**config.mk**
```make
export PLATFORM = sky130hd
export DESIGN_NAME = ptc_back
export DESIGN_NICKNAME = d
export VERILOG_FILES = /design/src/rtl/core/ptc_pkg.sv /design/src/rtl/core/ptc_back.sv
export SDC_FILE = /design/constraint.sdc
export NUM_CORES = 2
export LEC_CHECK = 0
export BUFFER_PORTS_ARGS = -buffer_cell sky130_fd_sc_hd__buf_2
export CORE_MARGIN = 4
export CORE_UTILIZATION = 30
export DETAILED_ROUTE_END_ITERATION = 10
export GPL_TIMING_DRIVEN = 0
export PLACE_DENSITY = 0.41
export SETUP_SLACK_MARGIN = 0.2
export SLEW_MARGIN = 10
export SYNTH_ARGS = -nofsm -noshare
export SYNTH_HDL_FRONTEND = slang
export SYNTH_SLANG_ARGS = --single-unit
```
**constraint.sdc**
```tcl
create_clock -name clk -period 11.5 [get_ports clk]
set_input_delay 1.725 -clock clk [delete_from_list [all_inputs] [get_ports clk]]
set_output_delay 1.725 -clock clk [all_outputs]
set_load 0.02 [all_outputs]
```
**src/rtl/core/ptc_pkg.sv**
```systemverilog
package ptc_pkg;

	// Port and calibration widths
	localparam int RAW_W        = 24;
	localparam int ADC_BITS_DEF = 24;
	localparam int CAL_W        = 16;
	localparam int IDX_W        = 3;
	localparam int TEMP_W       = 12;
	localparam int PRES_W       = 16;

	// Internal datapath widths, sized to the worst-case range of each value
	localparam int DT_W      = 26;
	localparam int MUL_W     = DT_W + CAL_W + 1;
	localparam int T_W       = 20;
	localparam int OFF_W     = 38;
	localparam int SENS_W    = 38;
	localparam int SENS_LO_W = 19;
	localparam int SQ_W      = 35;
	localparam int DTSQ_W    = 48;
	localparam int TI_W      = 17;
	localparam int OFFI_W    = 36;
	localparam int SENSI_W   = 35;
	localparam int P_MAG_W   = 22;

	// Reference point of the second-order correction, 20.00 C
	localparam logic signed [T_W-1:0] T_REF = 20'sd2000;

	// Divide by 100 as multiply by ceil(2^29 / 100), exact for inputs below 2^22
	localparam int                 RECIP_W    = 23;
	localparam int                 RECIP_SH   = 29;
	localparam logic [RECIP_W-1:0] RECIP_100  = 23'd5368710;

	// Pressure in 0.01 mbar limited so that the quotient lands on the output bounds
	localparam int P_CLAMP_HI = 3276799;
	localparam int P_CLAMP_LO = -3276899;

	typedef enum logic [IDX_W-1:0] {
		REG_SENS       = 3'd0,
		REG_OFFSET     = 3'd1,
		REG_SENS_TC    = 3'd2,
		REG_OFFSET_TC  = 3'd3,
		REG_REF_TEMP   = 3'd4,
		REG_TEMP_SLOPE = 3'd5
	} ptc_reg_t;

	typedef struct packed {
		logic [CAL_W-1:0] sens;
		logic [CAL_W-1:0] offset;
		logic [CAL_W-1:0] sens_tc;
		logic [CAL_W-1:0] offset_tc;
		logic [CAL_W-1:0] ref_temp;
		logic [CAL_W-1:0] temp_slope;
	} ptc_cal_t;

	typedef struct packed {
		logic [RAW_W-1:0]         d1;
		logic signed [T_W-1:0]    t;
		logic signed [OFF_W-1:0]  off;
		logic signed [SENS_W-1:0] sens;
		logic                     cold;
	} ptc_mid_t;

endpackage

```
**src/rtl/core/ptc_back.sv**
```systemverilog
module ptc_back #(
	parameter int ADC_BITS = ptc_pkg::ADC_BITS_DEF
) (
	input  logic                              clk,
	input  logic                              arst_n,
	input  logic                              in_valid,
	output logic                              in_ready,
	input  ptc_pkg::ptc_mid_t                 mid,
	output logic                              out_valid,
	input  logic                              out_ready,
	output logic signed [ptc_pkg::TEMP_W-1:0] temperature_c,
	output logic signed [ptc_pkg::PRES_W-1:0] pressure_mbar,
	output logic                              cold_correction
);
	import ptc_pkg::*;

	localparam int SENS_HI_W = SENS_W - SENS_LO_W;
	localparam int PL_W      = ADC_BITS + SENS_LO_W;
	localparam int PH_W      = ADC_BITS + 1 + SENS_HI_W;
	localparam int PROD_W    = PH_W + SENS_LO_W;
	localparam int FULL_SH   = 21;
	localparam int FQ_W      = PROD_W - FULL_SH;
	localparam int A_W       = ((FQ_W > OFF_W) ? FQ_W : OFF_W) + 1;
	localparam int P_SH      = 15;
	localparam int TQ_W      = T_W + RECIP_W;
	localparam int TQ_Q_W    = TQ_W - RECIP_SH;
	localparam int PQ_W      = P_MAG_W + RECIP_W;
	localparam int PQ_Q_W    = PQ_W - RECIP_SH;
	localparam int TEMP_MAX  = (1 << (TEMP_W - 1)) - 1;
	localparam int TEMP_MIN  = -(1 << (TEMP_W - 1));

	localparam logic signed [PROD_W-1:0] FULL_RND = PROD_W'((1 << FULL_SH) - 1);
	localparam logic signed [PROD_W-1:0] F_ZERO   = PROD_W'(0);
	localparam logic signed [A_W-1:0]    P_RND    = A_W'((1 << P_SH) - 1);
	localparam logic signed [A_W-1:0]    A_ZERO   = A_W'(0);
	localparam logic signed [A_W-1:0]    P_HI     = A_W'(P_CLAMP_HI);
	localparam logic signed [A_W-1:0]    P_LO     = A_W'(P_CLAMP_LO);
	localparam logic signed [TQ_Q_W:0]   T_HI     = (TQ_Q_W+1)'(TEMP_MAX);
	localparam logic signed [TQ_Q_W:0]   T_LO     = (TQ_Q_W+1)'(TEMP_MIN);

	logic v_s7, v_s8, v_s9, v_s10, v_s11, v_s12, v_s13;
	logic en_s7, en_s8, en_s9, en_s10, en_s11, en_s12, en_s13;

	logic [ADC_BITS-1:0] d1_c;
	logic tneg_c;
	logic [T_W-1:0] tmag_c;
	logic [PL_W-1:0] pl_s7;
	logic signed [PH_W-1:0] ph_s7;
	logic [TQ_W-1:0] tq_s7;
	logic tneg_s7;
	logic signed [OFF_W-1:0] off_s7, off_s8, off_s9;
	logic cold_s7, cold_s8, cold_s9, cold_s10, cold_s11, cold_s12, cold_s13;
	logic signed [PROD_W-1:0] full_c, full_s8, full_adj;
	logic signed [TQ_Q_W:0] tquo_c, tval_c;
	logic signed [TEMP_W-1:0] temp_s8, temp_s9, temp_s10, temp_s11, temp_s12, temp_s13;
	logic signed [FQ_W-1:0] fq_s9;
	logic signed [A_W-1:0] a_s10, a_adj, pt_c, pc_c;
	logic pneg_s11, pneg_s12;
	logic [P_MAG_W-1:0] pmag_s11;
	logic [PQ_W-1:0] pq_s12;
	logic [PQ_Q_W-1:0] pquo_c;
	logic signed [PRES_W-1:0] pres_s13;

	// Advance a stage when it is empty or the next one advances
	assign en_s13   = !v_s13 || out_ready;
	assign en_s12   = !v_s12 || en_s13;
	assign en_s11   = !v_s11 || en_s12;
	assign en_s10   = !v_s10 || en_s11;
	assign en_s9    = !v_s9 || en_s10;
	assign en_s8    = !v_s8 || en_s9;
	assign en_s7    = !v_s7 || en_s8;
	assign in_ready = en_s7;

	always_ff @(posedge clk or negedge arst_n) begin
		if (!arst_n) begin
			v_s7  <= 1'b0;
			v_s8  <= 1'b0;
			v_s9  <= 1'b0;
			v_s10 <= 1'b0;
			v_s11 <= 1'b0;
			v_s12 <= 1'b0;
			v_s13 <= 1'b0;
		end else begin
			if (en_s7)  v_s7  <= in_valid;
			if (en_s8)  v_s8  <= v_s7;
			if (en_s9)  v_s9  <= v_s8;
			if (en_s10) v_s10 <= v_s9;
			if (en_s11) v_s11 <= v_s10;
			if (en_s12) v_s12 <= v_s11;
			if (en_s13) v_s13 <= v_s12;
		end
	end

	// Stage 7: D1 * SENS as two partial products; |TEMP| * (1/100)
	assign d1_c   = mid.d1[ADC_BITS-1:0];
	assign tneg_c = mid.t[T_W-1];
	assign tmag_c = tneg_c ? T_W'(-mid.t) : T_W'(mid.t);

	always_ff @(posedge clk) begin
		if (en_s7) begin
			pl_s7   <= PL_W'(d1_c) * PL_W'(mid.sens[SENS_LO_W-1:0]);
			ph_s7   <= PH_W'($signed({1'b0, d1_c}))
				* PH_W'($signed(mid.sens[SENS_W-1:SENS_LO_W]));
			tq_s7   <= TQ_W'(tmag_c) * TQ_W'(RECIP_100);
			tneg_s7 <= tneg_c;
			off_s7  <= mid.off;
			cold_s7 <= mid.cold;
		end
	end

	// Stage 8: combine partial products; finish and saturate temperature
	assign full_c = (PROD_W'(ph_s7) <<< SENS_LO_W) + $signed(PROD_W'(pl_s7));
	assign tquo_c = $signed({1'b0, tq_s7[RECIP_SH +: TQ_Q_W]});
	assign tval_c = tneg_s7 ? -tquo_c : tquo_c;

	always_ff @(posedge clk) begin
		if (en_s8) begin
			full_s8 <= full_c;
			off_s8  <= off_s7;
			cold_s8 <= cold_s7;
			if (tval_c > T_HI) begin
				temp_s8 <= TEMP_W'(T_HI);
			end else if (tval_c < T_LO) begin
				temp_s8 <= TEMP_W'(T_LO);
			end else begin
				temp_s8 <= TEMP_W'(tval_c);
			end
		end
	end

	// Stage 9: D1 * SENS / 2^21, truncated toward zero
	assign full_adj = full_s8 + (full_s8[PROD_W-1] ? FULL_RND : F_ZERO);

	always_ff @(posedge clk) begin
		if (en_s9) begin
			fq_s9   <= FQ_W'(full_adj >>> FULL_SH);
			off_s9  <= off_s8;
			cold_s9 <= cold_s8;
			temp_s9 <= temp_s8;
		end
	end

	// Stage 10: subtract OFF
	always_ff @(posedge clk) begin
		if (en_s10) begin
			a_s10    <= A_W'(fq_s9) - A_W'(off_s9);
			cold_s10 <= cold_s9;
			temp_s10 <= temp_s9;
		end
	end

	// Stage 11: P = (...) / 2^15, limit, split into sign and magnitude
	assign a_adj = a_s10 + (a_s10[A_W-1] ? P_RND : A_ZERO);
	assign pt_c  = a_adj >>> P_SH;
	assign pc_c  = (pt_c > P_HI) ? P_HI : ((pt_c < P_LO) ? P_LO : pt_c);

	always_ff @(posedge clk) begin
		if (en_s11) begin
			pneg_s11 <= pc_c[A_W-1];
			pmag_s11 <= pc_c[A_W-1] ? P_MAG_W'(-pc_c) : P_MAG_W'(pc_c);
			cold_s11 <= cold_s10;
			temp_s11 <= temp_s10;
		end
	end

	// Stage 12: |P| * (1/100)
	always_ff @(posedge clk) begin
		if (en_s12) begin
			pq_s12   <= PQ_W'(pmag_s11) * PQ_W'(RECIP_100);
			pneg_s12 <= pneg_s11;
			cold_s12 <= cold_s11;
			temp_s12 <= temp_s11;
		end
	end

	// Stage 13: restore the sign; output register, held while stalled
	assign pquo_c = pq_s12[RECIP_SH +: PQ_Q_W];

	always_ff @(posedge clk) begin
		if (en_s13) begin
			pres_s13 <= pneg_s12 ? $signed(PRES_W'(~pquo_c + 1'b1)) : $signed(PRES_W'(pquo_c));
			cold_s13 <= cold_s12;
			temp_s13 <= temp_s12;
		end
	end

	assign out_valid       = v_s13;
	assign temperature_c   = temp_s13;
	assign pressure_mbar   = pres_s13;
	assign cold_correction = cold_s13;

endmodule

```
==> metrics.txt <==
worst setup path class in2reg; fill count 22,801; multi-input logic area 46,200 sq um; Setup crit end kind flip-flop; most instantiated cells after synthesis inv_1, fa_1, ha_1; warnings from Yosys 0; cells after synthesis 6,406; minimum clock period 10.46 ns; Most common cell on crit path fa_1; filler-free cell count of the finished design 9,657; setup repair after global routing missed its margin false; Vias/cell 4.67; CTS tree done; status finished clean; die width 480 um; insertion delay to the later sink of the worst-skew pair 0.70 ns; dominant synthesized flop cell edfxtp_1; vias in the first global route 48,606; post-synthesis sequential area ratio 22.7%; HP Class reg2reg; DP Cell Count 9,530; Avg WL per Cell 21.2 um; uppermost layer routed met5; Post-CTS Hold Fix Bufs 0; CP Launch Type input pin; Area contributors post-synth fa_1, edfxtp_1, ha_1; io pins 156; post-DP HPWL 172,000 um; max incr delay on CP 0.68 ns; final hold slack 0.346 ns; drt drc 0; Final period util 91.0%; final hold violation count 0; final setup vio count 0; Synth-to-Final Area Change 10.2%; Synth Cell Area 66,900 sq um; Max Cap Violations 0; initial antenna violation count 25; WL met3 9470 um; H-tree levels 2; top-count cell post-synth inv_1; Slew @ Worst Pin 1.38 ns; critical path's slowest cell xnor2_1; relative slew slack 7.75%; gpl congestion 0.908; Longest Clk Path Bufs 3; CTS Buf Count 60; Site Rows 173; area leader, netlist fa_1; syn nets 8,449; Post-CTS Resized 0; Synth top area share 32.1%; Die ar. 230,000 sq um; CTS sink cnt 506; setup bufs post-CTS 0; initial DRC count 2,298; port bufs 131; post-layout util 33.2%; Remaining Overflow, GRT 0; Nets 8,661; met2 routed wirelength 95,400 um; count of pins over their slew limit 0; fmax 95.6 MHz; Pre-Repair DR Iteration Count 7; largest net degree at the start of global routing 57; setup TNS 0 ns; Core Footprint 222,000 sq um; root buf cell clkbuf_16; Total GRT Usage 18.0%; CP arrival 10.89 ns; r2r setup slk 3.88 ns; critical-path maximum fanout 12; post-synthesis cell type count 80; Via Count 45,107; asr flop ratio synth 1.38%; ANT nets after route 0; Post-Syn Area per Cell 10.4 sq um; global-route wire length before repair 312,000 um; die span in y 480 um; worst clock skew 0.0940 ns; drt total wl 205,000 um; Storage cell area 15,200 sq um; Initial Util 30.1%; flop and latch count out of synthesis 506; share of cells above drive strength 1 4.47%; Worst EP required 11.92 ns; Post-synth EDFFs 499; Metal-1 WL 96,100 um; Clk pin slew, worst setup/hold paths 0.06 ns
flip-flops by register name (all words and copies together), names as in the netlist, 22 cells and up:
name and count:
a_s10 43, off_s8 38, pl_s7 43, fq_s9 42, off_s9 38, off_s7 38
ph_s7 44, pmag_s11 22, full_s8 63
per-stage QoR:
stage	instance area, sq um	setup slack (ns)
final	73700	1.04
after detailed placement	71600	-0.0533
after floorplan	66900	2.14
after global routing	73600	0.239
after global placement	71200	-3.27
after CTS	73600	0.706
final cells by class:
cell class	count	area share, %
clock inverter	43	0.664
buffer	195	1.01
tap	2975	5.05
clock buffer	70	2.09
multi-input combinational	4434	62.8
antenna	13	0.0442
inverter	1271	6.48
timing repair buffer	150	1.30
sequential	506	20.6
metal layers:
layer	vias to the layer above	GRT usage, %
li1	20905	-
met1	23040	25.7
met2	990	29.4
met3	170	2.28
met4	2	3.58
met5	-	0
worst max-delay path: cells and delay by family:
family,cells,cell delay [ns]
compound gates,10,2.95
xor+xnor,2,0.80
simple gates,2,0.38
buf+inv,5,1.03
fa+ha+maj,9,3.97
kinds of logic after synthesis:
kind of cell | synth area share [%]
muxes | 0.0468
xor gates and xnor gates | 3.50
AOI/OAI and AO/OA | 6.21
DFF | 22.7
and+or+nand+nor | 11.4
adders and majority gates | 47.9
buffers and inverters | 8.24
worst paths after layout:
| path | from | end | depth (start not counted) |
|---|---|---|---|
| max | mid[77] | tq_s7[42]$_DFFE_PP_ | 28 |
| min reg2reg | off_s7[32]$_DFFE_PP_ | off_s8[32]$_DFFE_PP_ | 0 |
| min in group asynchronous | arst_n | v_s11$_DFFE_PN0P_ | 1 |
| min | off_s7[32]$_DFFE_PP_ | off_s8[32]$_DFFE_PP_ | 0 |
| max reg2reg | pmag_s11[15]$_DFFE_PP_ | pq_s12[44]$_DFFE_PP_ | 21 |
| max in group asynchronous | arst_n | v_s7$_DFFE_PN0P_ | 1 |
layout by cell type (no fill, tap or decap), types with 36 or more instances in the layout:
| cell type | instances |
|---|---|
| a21o_1 | 69 |
| a21oi_1 | 196 |
| and2_1 | 306 |
| buf_2 | 134 |
| clkbuf_1 | 195 |
| clkbuf_16 | 60 |
| edfxtp_1 | 499 |
| fa_1 | 1072 |
| ha_1 | 846 |
| inv_1 | 1269 |
| nand2_1 | 756 |
| nand2b_1 | 59 |
| nand3_1 | 69 |
| nor2_1 | 173 |
| nor2b_1 | 36 |
| nor3_1 | 58 |
| o21a_1 | 37 |
| o21ai_0 | 133 |
| xnor2_1 | 200 |
| xor2_1 | 66 |
Power is not shown: default switching activity piles up to over one toggle a cycle in this logic, so the estimate is an artifact.
