## src/rtl/core/ptc_pkg.sv

```systemverilog
package ptc_pkg;

	// Port and calibration widths
	localparam int RAW_W        = 24;
	localparam int ADC_BITS_DEF = 24;
	localparam int CAL_W        = 16;
	localparam int IDX_W        = 3;
	localparam int TEMP_W       = 12;
	localparam int PRES_W       = 16;

	// Internal datapath widths, sized to the worst-case range of each value
	localparam int DT_W      = 26;
	localparam int MUL_W     = DT_W + CAL_W + 1;
	localparam int T_W       = 20;
	localparam int OFF_W     = 38;
	localparam int SENS_W    = 38;
	localparam int SENS_LO_W = 19;
	localparam int SQ_W      = 35;
	localparam int DTSQ_W    = 48;
	localparam int TI_W      = 17;
	localparam int OFFI_W    = 36;
	localparam int SENSI_W   = 35;
	localparam int P_MAG_W   = 22;

	// Reference point of the second-order correction, 20.00 C
	localparam logic signed [T_W-1:0] T_REF = 20'sd2000;

	// Divide by 100 as multiply by ceil(2^29 / 100), exact for inputs below 2^22
	localparam int                 RECIP_W    = 23;
	localparam int                 RECIP_SH   = 29;
	localparam logic [RECIP_W-1:0] RECIP_100  = 23'd5368710;

	// Pressure in 0.01 mbar limited so that the quotient lands on the output bounds
	localparam int P_CLAMP_HI = 3276799;
	localparam int P_CLAMP_LO = -3276899;

	typedef enum logic [IDX_W-1:0] {
		REG_SENS       = 3'd0,
		REG_OFFSET     = 3'd1,
		REG_SENS_TC    = 3'd2,
		REG_OFFSET_TC  = 3'd3,
		REG_REF_TEMP   = 3'd4,
		REG_TEMP_SLOPE = 3'd5
	} ptc_reg_t;

	typedef struct packed {
		logic [CAL_W-1:0] sens;
		logic [CAL_W-1:0] offset;
		logic [CAL_W-1:0] sens_tc;
		logic [CAL_W-1:0] offset_tc;
		logic [CAL_W-1:0] ref_temp;
		logic [CAL_W-1:0] temp_slope;
	} ptc_cal_t;

	typedef struct packed {
		logic [RAW_W-1:0]         d1;
		logic signed [T_W-1:0]    t;
		logic signed [OFF_W-1:0]  off;
		logic signed [SENS_W-1:0] sens;
		logic                     cold;
	} ptc_mid_t;

endpackage

```

## src/rtl/core/ptc_cfg_regs.sv

```systemverilog
module ptc_cfg_regs (
	input  logic                       clk,
	input  logic                       arst_n,
	input  logic                       wr_en,
	input  logic [ptc_pkg::IDX_W-1:0]  index,
	input  logic [ptc_pkg::CAL_W-1:0]  data,
	output ptc_pkg::ptc_cal_t          cal
);
	import ptc_pkg::*;

	ptc_cal_t cal_q;

	// Write one calibration word; drop writes to unknown indexes
	always_ff @(posedge clk or negedge arst_n) begin
		if (!arst_n) begin
			cal_q <= '0;
		end else if (wr_en) begin
			case (ptc_reg_t'(index))
				REG_SENS:       cal_q.sens       <= data;
				REG_OFFSET:     cal_q.offset     <= data;
				REG_SENS_TC:    cal_q.sens_tc    <= data;
				REG_OFFSET_TC:  cal_q.offset_tc  <= data;
				REG_REF_TEMP:   cal_q.ref_temp   <= data;
				REG_TEMP_SLOPE: cal_q.temp_slope <= data;
				default: ;
			endcase
		end
	end

	assign cal = cal_q;

endmodule

```

## config.mk

```make
export PLATFORM = sky130hd
export DESIGN_NAME = ptc_cfg_regs
export DESIGN_NICKNAME = d
export VERILOG_FILES = /design/src/rtl/core/ptc_pkg.sv /design/src/rtl/core/ptc_cfg_regs.sv
export SDC_FILE = /design/constraint.sdc
export NUM_CORES = 1
export LEC_CHECK = 0
export BUFFER_PORTS_ARGS = -buffer_cell sky130_fd_sc_hd__buf_2
export CORE_UTILIZATION = 45
export DETAILED_ROUTE_END_ITERATION = 7
export GPL_ROUTABILITY_DRIVEN = 0
export HOLD_SLACK_MARGIN = 0.06
export PLACE_DENSITY = 0.75
export SLEW_MARGIN = 20
export SYNTH_ARGS = -nofsm -noshare
export SYNTH_HDL_FRONTEND = slang
export SYNTH_SLANG_ARGS = --single-unit
```

## constraint.sdc

```tcl
create_clock -name clk -period 0.8 [get_ports clk]
set_clock_uncertainty 0.1 [all_clocks]
set_input_delay 0 -clock clk [delete_from_list [all_inputs] [get_ports clk]]
set_output_delay 0 -clock clk [all_outputs]
set_load 0.05 [all_outputs]
```

==> results.md, run 1 <==
- Routed wire length: 11,100 um
- CP Data Arrival Time: between 1000 and 1500 ps
- Top cell type's share of synthesized area: between 60% and 70%
- Final number of setup-violating endpoints: 192
- CP Max Fanout: 2
- Die area: between 8000 and 9000 um^2
- Number of antenna diodes: 0
- Worst path slowest cell: dfrtp_1
- Final ANT Viol Nets: 0
- Number of max-cap violations: 0
- Syn_area_per_cell: 17.7 um^2
- Power Density: 3160 nW/um^2
- Sequential area share after synthesis: between 60% and 70%
- Clk root buf: clkbuf_8
- First DRT Iteration DRCs: about 130
- Setup ws final: -369 ps
- Final hold vios: 78
- Hold Path Class: input port to flop
- Most frequent cells in the layout: 131 x buf_6, 82 x mux2_4, 53 x dfrtp_2
- Commonest non-fill, non-tap cell in the layout: buf_6
- Largest register FFs: 96
- Clock transition at path regs: around 90 ps
- Slowest stage delay, CP: around 440 ps
- Initial DRT Pass Iterations: 4
- Drt drc: 0
- Crit share post-route: 146%
- Row count: 32
- Cell area after synthesis: 3680 um^2
- DP HPWL: 6000 um
- Vias in the first global route: 2,918
- Actual slew at the worst max-slew pin: between 300 and 400 ps
- CTS tree: yes
- DR vias: 2,610
- Fin Setup TNS: -38,490 ps
- Failing checks: hold timing, setup timing
- R2R depth: 2
- Cells after synthesis: 208
- Height of the chip: a little over 90 um
- Max clock buf depth: 2
- Synth area leaders: dfrtp_1 65%, mux2_2 29%, buf_6 2.1%, nand4b_2 0.82%, and4bb_2 0.68%
- Util after Layout: 83.4%
- Worst VDD drop: 1640 uV
- Num ports: 118
- Num CTS Buffers: 9
- Core area: 7810 um^2
- Worst path cell trace: buf_6 -> buf_8
- Pin count of the biggest net entering global routing: 37
- Placed instance area: between 4000 and 5000 um^2
- Port Buf Inserts: roughly 120
- Die Width: between 90 and 100 um
- Leak: about 0.0031 uW
- H-tree levels: 3
- P&R area growth vs syn: 77.0%
- Total Nets Final: 432
- Antenna violations before repair: 0
- Min cycle time layout: 1170 ps
- Final Max Slew Viols: 0
- Hold path depth: 2
- Hold buffers post-CTS: 4
- Status: finished, violations left
- Distinct cells, synth: 10
- Mapped Nets: between 200 and 250
- Worst hold slack: -141 ps
- Share of cells above drive strength 1: 88.2%
- RSZ-0062 raised after global routing: yes
- Initial core utilization: 47.1%
- Peak Freq: 0.856 GHz
- Drt via density: approximately 5
- Yosys warns: 0
- Startpoint types: flop
- Top cell type by total area after synthesis: dfrtp_1
- Rel. slew slack: 76.1%
- Clock Sinks: 96
- Crit Path Class: flop to output pin
- CP required: 700 ps
- Setup crit end kind: output pin
- Design Area, Final: 6510 um^2
- Drt wl/cell: 21.5 um
- Remaining Overflow, GRT: 0
- First-pass GRT wire length: 16,300 um
- Pre-CTS setup slack: -471 ps
- Gr usage total: 26.0%
- Seq cells post-synth: 96
- Clock network latency to the later pin of the worst-skew pair: 350 ps
-- Yosys cell counts --
cell type,number
and4bb_1,1
and4bb_2,2
buf_2,2
buf_6,7
buf_8,1
dfrtp_1,96
mux2_1,1
mux2_2,95
nand4b_2,2
nor4b_4,1
-- stage by stage --
stage | instances | hold WS, ps | total power, uW
finish | 517 | -141 | 20600
global route | 517 | -144 | 21200
CTS | 510 | -155 | 20000
detailed placement | 455 | -106 | 14000
global placement | 455 | -109 | 13800
floorplan | 208 | -396 | 11900
-- cell type report --
class,count,area [um^2]
Sequential cell,96,2470
Timing Repair Buffer,201,2240
Fill cell,376,1300
Tap cell,102,128
Clock buffer,12,145
Clock inverter,4,53.8
Multi-Input combinational cell,102,1480
-- report_power, final --
part / total (uW) / internal (uW) / switching, uW
Combinational: 10300 / 4900 / 5420
Sequential: 7040 / 6040 / 1000
Clock: 3220 / 1540 / 1680
-- path summary, 6_finish.rpt --
kind / from / to / slack [ps]
min: data[8] / cal[24]$_DFFE_PN0P_ / -140
min in group asynchronous: arst_n / cal[74]$_DFFE_PN0P_ / 90
max: cal[59]$_DFFE_PN0P_ / cal[59] / -370
max reg2reg: cal[59]$_DFFE_PN0P_ / cal[59]$_DFFE_PN0P_ / -240
min reg2reg: cal[8]$_DFFE_PN0P_ / cal[8]$_DFFE_PN0P_ / 440
max in group asynchronous: arst_n / cal[4]$_DFFE_PN0P_ / 130
-- kinds of logic after synthesis --
logic type | share of synthesized area [%]
multiplexers | 29.4
flip-flops | 65.3
buffers and inverters | 2.82
AND/OR/NAND/NOR | 2.48
-- per-layer routing --
layer  up-vias  routed length, um  GRT usage [%]
met1      1378               4580           32.5
met2        89               5940           45.5
li1       1133                  -              -
met4         0                 98           7.29
met5         -                  0              0
met3        10                515           5.34
-- worst max-delay path, delay by kind of cell, from the launching register on --
family / cells / cell delay (ps)
flip-flops: 1 / 440
buffers and inverters: 2 / 280
-- timing repair --
| action | CTS | global route |
|---|---|---|
| setup buffers | 35 | 10 |
| pin swaps | 1 | 1 |
| setup endpoints to repair | 192 | 192 |
| endpoints found under the hold margin | 192 | 78 |
| gates resized for setup | 263 | 41 |
(Power assumes the default switching activity.)
==> run 2, diff against run 1 <==
CELL_PAD_IN_SITES_DETAIL_PLACEMENT = 1   (was default)
CELL_PAD_IN_SITES_GLOBAL_PLACEMENT = 2   (was default)
CORE_MARGIN = 2   (was default)
CORE_UTILIZATION = 31   (was 45)
PLACE_DENSITY = default   (was 0.75)
PLACE_DENSITY_LB_ADDON = 0.1   (was default)
REMOVE_ABC_BUFFERS = 1   (was default)
==> results.md, run 2 (synthesis results as in run 1) <==
- Hold path depth: 2
- R2R depth: 2
- Clk root buf: clkbuf_16
- Pin count of the biggest net entering global routing: 31
- Most frequent cells in the layout: 104 x buf_6, 96 x dfrtp_1, 74 x mux2_4
- Setup ws final: -326 ps
- Remaining Overflow, GRT: 0
- Final hold vios: 110
- DR vias: 2,602
- Min cycle time layout: ~1100 ps
- Number of antenna diodes: 0
- Port Buf Inserts: 117
- Status: finished, violations left
- Largest register FFs: 96
- Total Nets Final: about 430
- Pre-CTS setup slack: -482 ps
- Leak: 0.00327 uW
- Setup crit end kind: output pin
- First-pass GRT wire length: approximately 17,000 um
- Failing checks: DRC, hold timing, setup timing
- CP Data Arrival Time: slightly above 1000 ps
- Crit share post-route: 141%
- Gr usage total: approximately 18%
- Final ANT Viol Nets: 0
- Num CTS Buffers: 9
- Die area: 12,800 um^2
- Slowest stage delay, CP: 410 ps
- Reg2Reg Setup Slack: -210 ps
- Peak Freq: 0.888 GHz
- Share of cells above drive strength 1: 76.6%
- Actual slew at the worst max-slew pin: 310 ps
- Worst hold slack: -120 ps
- Height of the chip: 113 um
- Hold Path Class: input port to flop
- Worst path slowest cell: dfrtp_1
- Number of max-cap violations: 0
- Startpoint types: flop
- Initial DRT Pass Iterations: 6
- Util after Layout: around 59%
- Final Max Slew Viols: 0
- DP HPWL: 6630 um
- Hold path startpoint: data[10]
- R2r startpoint: cal[75]$_DFFE_PN0P_
- Clock Sinks: 96
- H-tree levels: 3
- Commonest non-fill, non-tap cell in the layout: buf_6
- Drt via density: 4.66
- Num ports: ~120
- Antenna violations before repair: 0
- RSZ-0062 raised after global routing: yes
- Worst Hold End: cal[74]$_DFFE_PN0P_
- Power Density: 3180 nW/um^2
- Rel. slew slack: 79.4%
- First DRT Iteration DRCs: 57
- Worst VDD drop: 1550 uV
- P&R area growth vs syn: 83.6%
- CTS tree: yes
- Drt wl/cell: 20.0 um
- Clock transition at path regs: 70 ps
- Hold buffers post-CTS: 1
- Clock network latency to the later pin of the worst-skew pair: 340 ps
- Vias in the first global route: 2,842
- Crit Path Class: flop to output pin
- Worst path cell trace: buf_6 -> buf_8
- Drt drc: 12
- CP required: approximately 700 ps
- Die Width: 113 um
- Max clock buf depth: 2
- Routed wire length: 11,200 um
- Core area: ~12,000 um^2
- Reg-to-reg endpoint: cal[75]$_DFFE_PN0P_
- Final number of setup-violating endpoints: 192
- Row count: 39
- Initial core utilization: 31.9%
- Fill cells: 1,066
- CP Max Fanout: 2
[run 2: final cells by class]
class	instances	area [um^2]	area share, %
Sequential cell	96	2400	35.6
Clock buffer	10	239	3.54
Multi-Input combinational cell	102	1480	21.9
Clock inverter	6	65.1	0.963
Tap cell	143	179	2.65
Timing Repair Buffer	201	2390	35.4
[run 2: metal layers]
layer  up-vias  wire length (um)  global-route usage (%)  part of all wire (%)
li1       1149                 -                       -                     -
met1      1358              4820                    23.5                    43
met2        82              5620                    28.7                    50
met3        13               521                    3.86                   4.7
met4         0               193                    6.50                   1.7
met5         -                 0                       0                     0
[run 2: how the worst max path moves through the flow]
stage / slack, ps / from / endpoint
finish: -330 / cal[75]$_DFFE_PN0P_ / cal[75]
floorplan: -510 / index[1] / cal[80]$_DFFE_PN0P_
global placement: -450 / index[1] / cal[88]$_DFFE_PN0P_
CTS: -320 / cal[68]$_DFFE_PN0P_ / cal[68]
global route: -370 / cal[75]$_DFFE_PN0P_ / cal[75]
detailed placement: -480 / index[1] / cal[81]$_DFFE_PN0P_
[run 2: where the power goes]
group	switching, uW	leakage [uW]	internal (uW)
logic	5400	0.00196	4920
registers	833	0.00115	5930
clock network	1870	0.000149	2520
total	8100	0.00327	13400
[run 2: repair_timing]
| item | 4_1_cts | 5_1_grt |
|---|---|---|
| resized for setup | 344 | 39 |
| pin swaps | 3 | 3 |
| hold endpoints to repair | 192 | 110 |
| gates cloned | 3 | 2 |
| setup endpoints to repair | 192 | 192 |
| setup buffers | 10 | 18 |
[run 2: metrics by stage]
| step | TNS (ps) | power [uW] | area (um^2) | instances |
|---|---|---|---|---|
| 2_1_floorplan | -33090 | 11300 | 3570 | 198 |
| 3_3_place_gp | -37380 | 13700 | 4850 | 511 |
| 3_5_place_dp | -38890 | 13800 | 4850 | 511 |
| 4_1_cts | -34790 | 21100 | 6470 | 541 |
| 5_1_grt | -38570 | 22300 | 6750 | 558 |
| 6_report | -34180 | 21500 | 6750 | 558 |
[run 2: worst max-delay path, delay by kind of cell, from the launching register on]
| family | cells | cell delay (ps) |
|---|---|---|
| buffers and inverters | 2 | 270 |
| DFF | 1 | 410 |
==> run 3, diff against run 2 <==
==> constraint.sdc (replaced) <==
create_clock -name clk -period 0.8 [get_ports clk]
set_clock_uncertainty 0.1 [all_clocks]
set_input_delay 0.08 -clock clk [delete_from_list [all_inputs] [get_ports clk]]
set_output_delay 0.08 -clock clk [all_outputs]
set_load 0.05 [all_outputs]
==> results.md, run 3 (synthesis results as in run 1) <==
- Status: finished, violations left
- Failing checks: DRC, hold timing, setup timing
- Final ANT Viol Nets: 0
- Num ports: 118
- Final number of setup-violating endpoints: 192
- Clock network latency to the later pin of the worst-skew pair: about 340 ps
- Clock Sinks: 96
- CP required: between 600 and 700 ps
- Core area: 11,500 um^2
- P_sw: 7940 uW
- CTS tree: yes
- Worst VDD drop: 1400 uV
- Min cycle time layout: 1110 ps
- Number of max-cap violations: 0
- Rel. slew slack: ~84%
- Drt wl/cell: 19.8 um
- Die area: 12,800 um^2
- Initial DRT Pass Iterations: 6
- Clock Power Share: 21.4%
- Pre-CTS setup slack: -562 ps
- Routed wire length: 10,800 um
- Fin Setup TNS: -43,060 ps
- CP top delay family: flip-flops
- Drt via density: 4.61
- Total Nets Final: roughly 420
- Stages on worst setup path: 1
- R2R depth: 2
- Share of cells above drive strength 1: 76.0%
- Hold path depth: 2
- Max clock buf depth: 2
- Area taken by multi-input logic gates: 1490 um^2
- Gr usage total: 17.2%
- Comb pwr share: 45.6%
- Die Width: roughly 110 um
- Sequential Area: 2400 um^2
- Setup ws final: -315 ps
- Actual slew at the worst max-slew pin: approximately 240 ps
- First DRT Iteration DRCs: 84
- Sequential power share: 33.0%
- H-tree levels: 3
- Worst Path Buf+Inv: 1
- Hold Path Class: input port to flop
- Drt drc: 12
- Number of antenna diodes: 0
- Pin count of the biggest net entering global routing: 40
- Most frequent cells in the layout: 119 x buf_6, 96 x dfrtp_1, 77 x mux2_4
- Worst path cell trace: buf_6
- Final Max Slew Viols: 0
- Setup crit end kind: output pin
- Non-Filler Instances: approximately 550
- Hold buffers post-CTS: 1
- Antenna violations before repair: 0
- DR vias: between 2,000 and 3,000
- Remaining Overflow, GRT: 0
- Final hold vios: 96
- DP HPWL: about 6300 um
- Startpoint types: flop
- Net Sw Frac: 38.6%
- Initial core utilization: 31.9%
- Num CTS Buffers: 9
- Crit Path Class: flop to output pin
- P&R area growth vs syn: 75.5%
- Height of the chip: 113 um
- Crit share post-route: 139%
- Clk root buf: clkbuf_16
- Worst path slowest cell: dfrtp_1
- Slowest stage delay, CP: 420 ps
- First-pass GRT wire length: about 16,000 um
- Clock transition at path regs: 70 ps
- CP Max Fanout: 2
- Cells after DPL: 472
- Worst hold slack: -47.9 ps
- RSZ-0062 raised after global routing: yes
- Largest register FFs: 96
- Power Density: 3190 nW/um^2
- Internal power: 12,600 uW
- CP Data Arrival Time: roughly 930 ps
- Port Buf Inserts: between 100 and 150
- Row count: 39
- Util after Layout: 56.1%
- Vias in the first global route: between 2,000 and 3,000
- Commonest non-fill, non-tap cell in the layout: buf_6
- Leak: 0.00314 uW
- Peak Freq: 0.897 GHz
- Fill cells: 1,078
run 3: changes by cell type in the layout (fill, tap and decap cells not counted):
| cell | previous run | this run |
|---|---|---|
| buf_6 | 104 | 119 |
| clkinv_2 | 2 | 1 |
| buf_8 | 40 | 4 |
| buf_16 | 0 | 1 |
| clkbuf_16 | 12 | 11 |
| buf_4 | 23 | 33 |
| mux2_2 | 22 | 19 |
| inv_6 | 2 | 1 |
| buf_2 | 16 | 17 |
| buf_12 | 14 | 13 |
| mux2_4 | 74 | 77 |
| clkinvlp_4 | 1 | 3 |
run 3: final timing paths:
check                                          from                  end  slack (ps)
worst min register to register  cal[44]$_DFFE_PN0P_  cal[44]$_DFFE_PN0P_         430
worst max-delay path            cal[55]$_DFFE_PN0P_              cal[55]        -310
worst max register to register  cal[48]$_DFFE_PN0P_  cal[48]$_DFFE_PN0P_        -230
worst min-delay path                        data[2]  cal[82]$_DFFE_PN0P_         -50
min in group asynchronous                    arst_n  cal[93]$_DFFE_PN0P_         170
max in group asynchronous                    arst_n   cal[0]$_DFFE_PN0P_         190
run 3: power by group through the flow:
stage	combinational (uW)	sequential (uW)	clock [uW]
CTS	8680	6760	4550
detailed placement	6590	6550	0
global route	9710	6910	4800
finish	9380	6800	4410
global placement	6550	6530	0
floorplan	998	10300	0
run 3: area by class of cell:
class,count,share of cell area (%)
clock buffer,10,3.70
clock inverter,6,1.03
multi-input combinational,102,23.1
sequential,96,37.2
tap,143,2.77
timing repair buffer,190,32.2
run 3: per-layer routing:
| layer | vias up | GRT usage, % | part of all wire (%) |
|---|---|---|---|
| li1 | 1133 | - | - |
| met2 | 74 | 27.9 | 49 |
| met4 | 0 | 6.34 | 1.5 |
| met1 | 1300 | 22.4 | 44 |
| met3 | 12 | 4.23 | 5.3 |
| met5 | - | 0 | 0 |
run 3: what timing repair did:
item,CTS,global route
resized for setup,292,27
hold endpoints to repair,192,96
setup endpoints to repair,192,192
pin swaps,3,3
setup buffers,15,39
gates cloned,4,1
run 3: stage by stage:
stage | area [um^2] | total power, uW | hold slack (ps)
floorplan | 3570 | 11300 | -316
global placement | 4560 | 13100 | -19.1
detailed placement | 4560 | 13100 | -22.0
CTS | 6080 | 20000 | -67.3
global route | 6460 | 21400 | -51.3
finish | 6460 | 20600 | -47.9
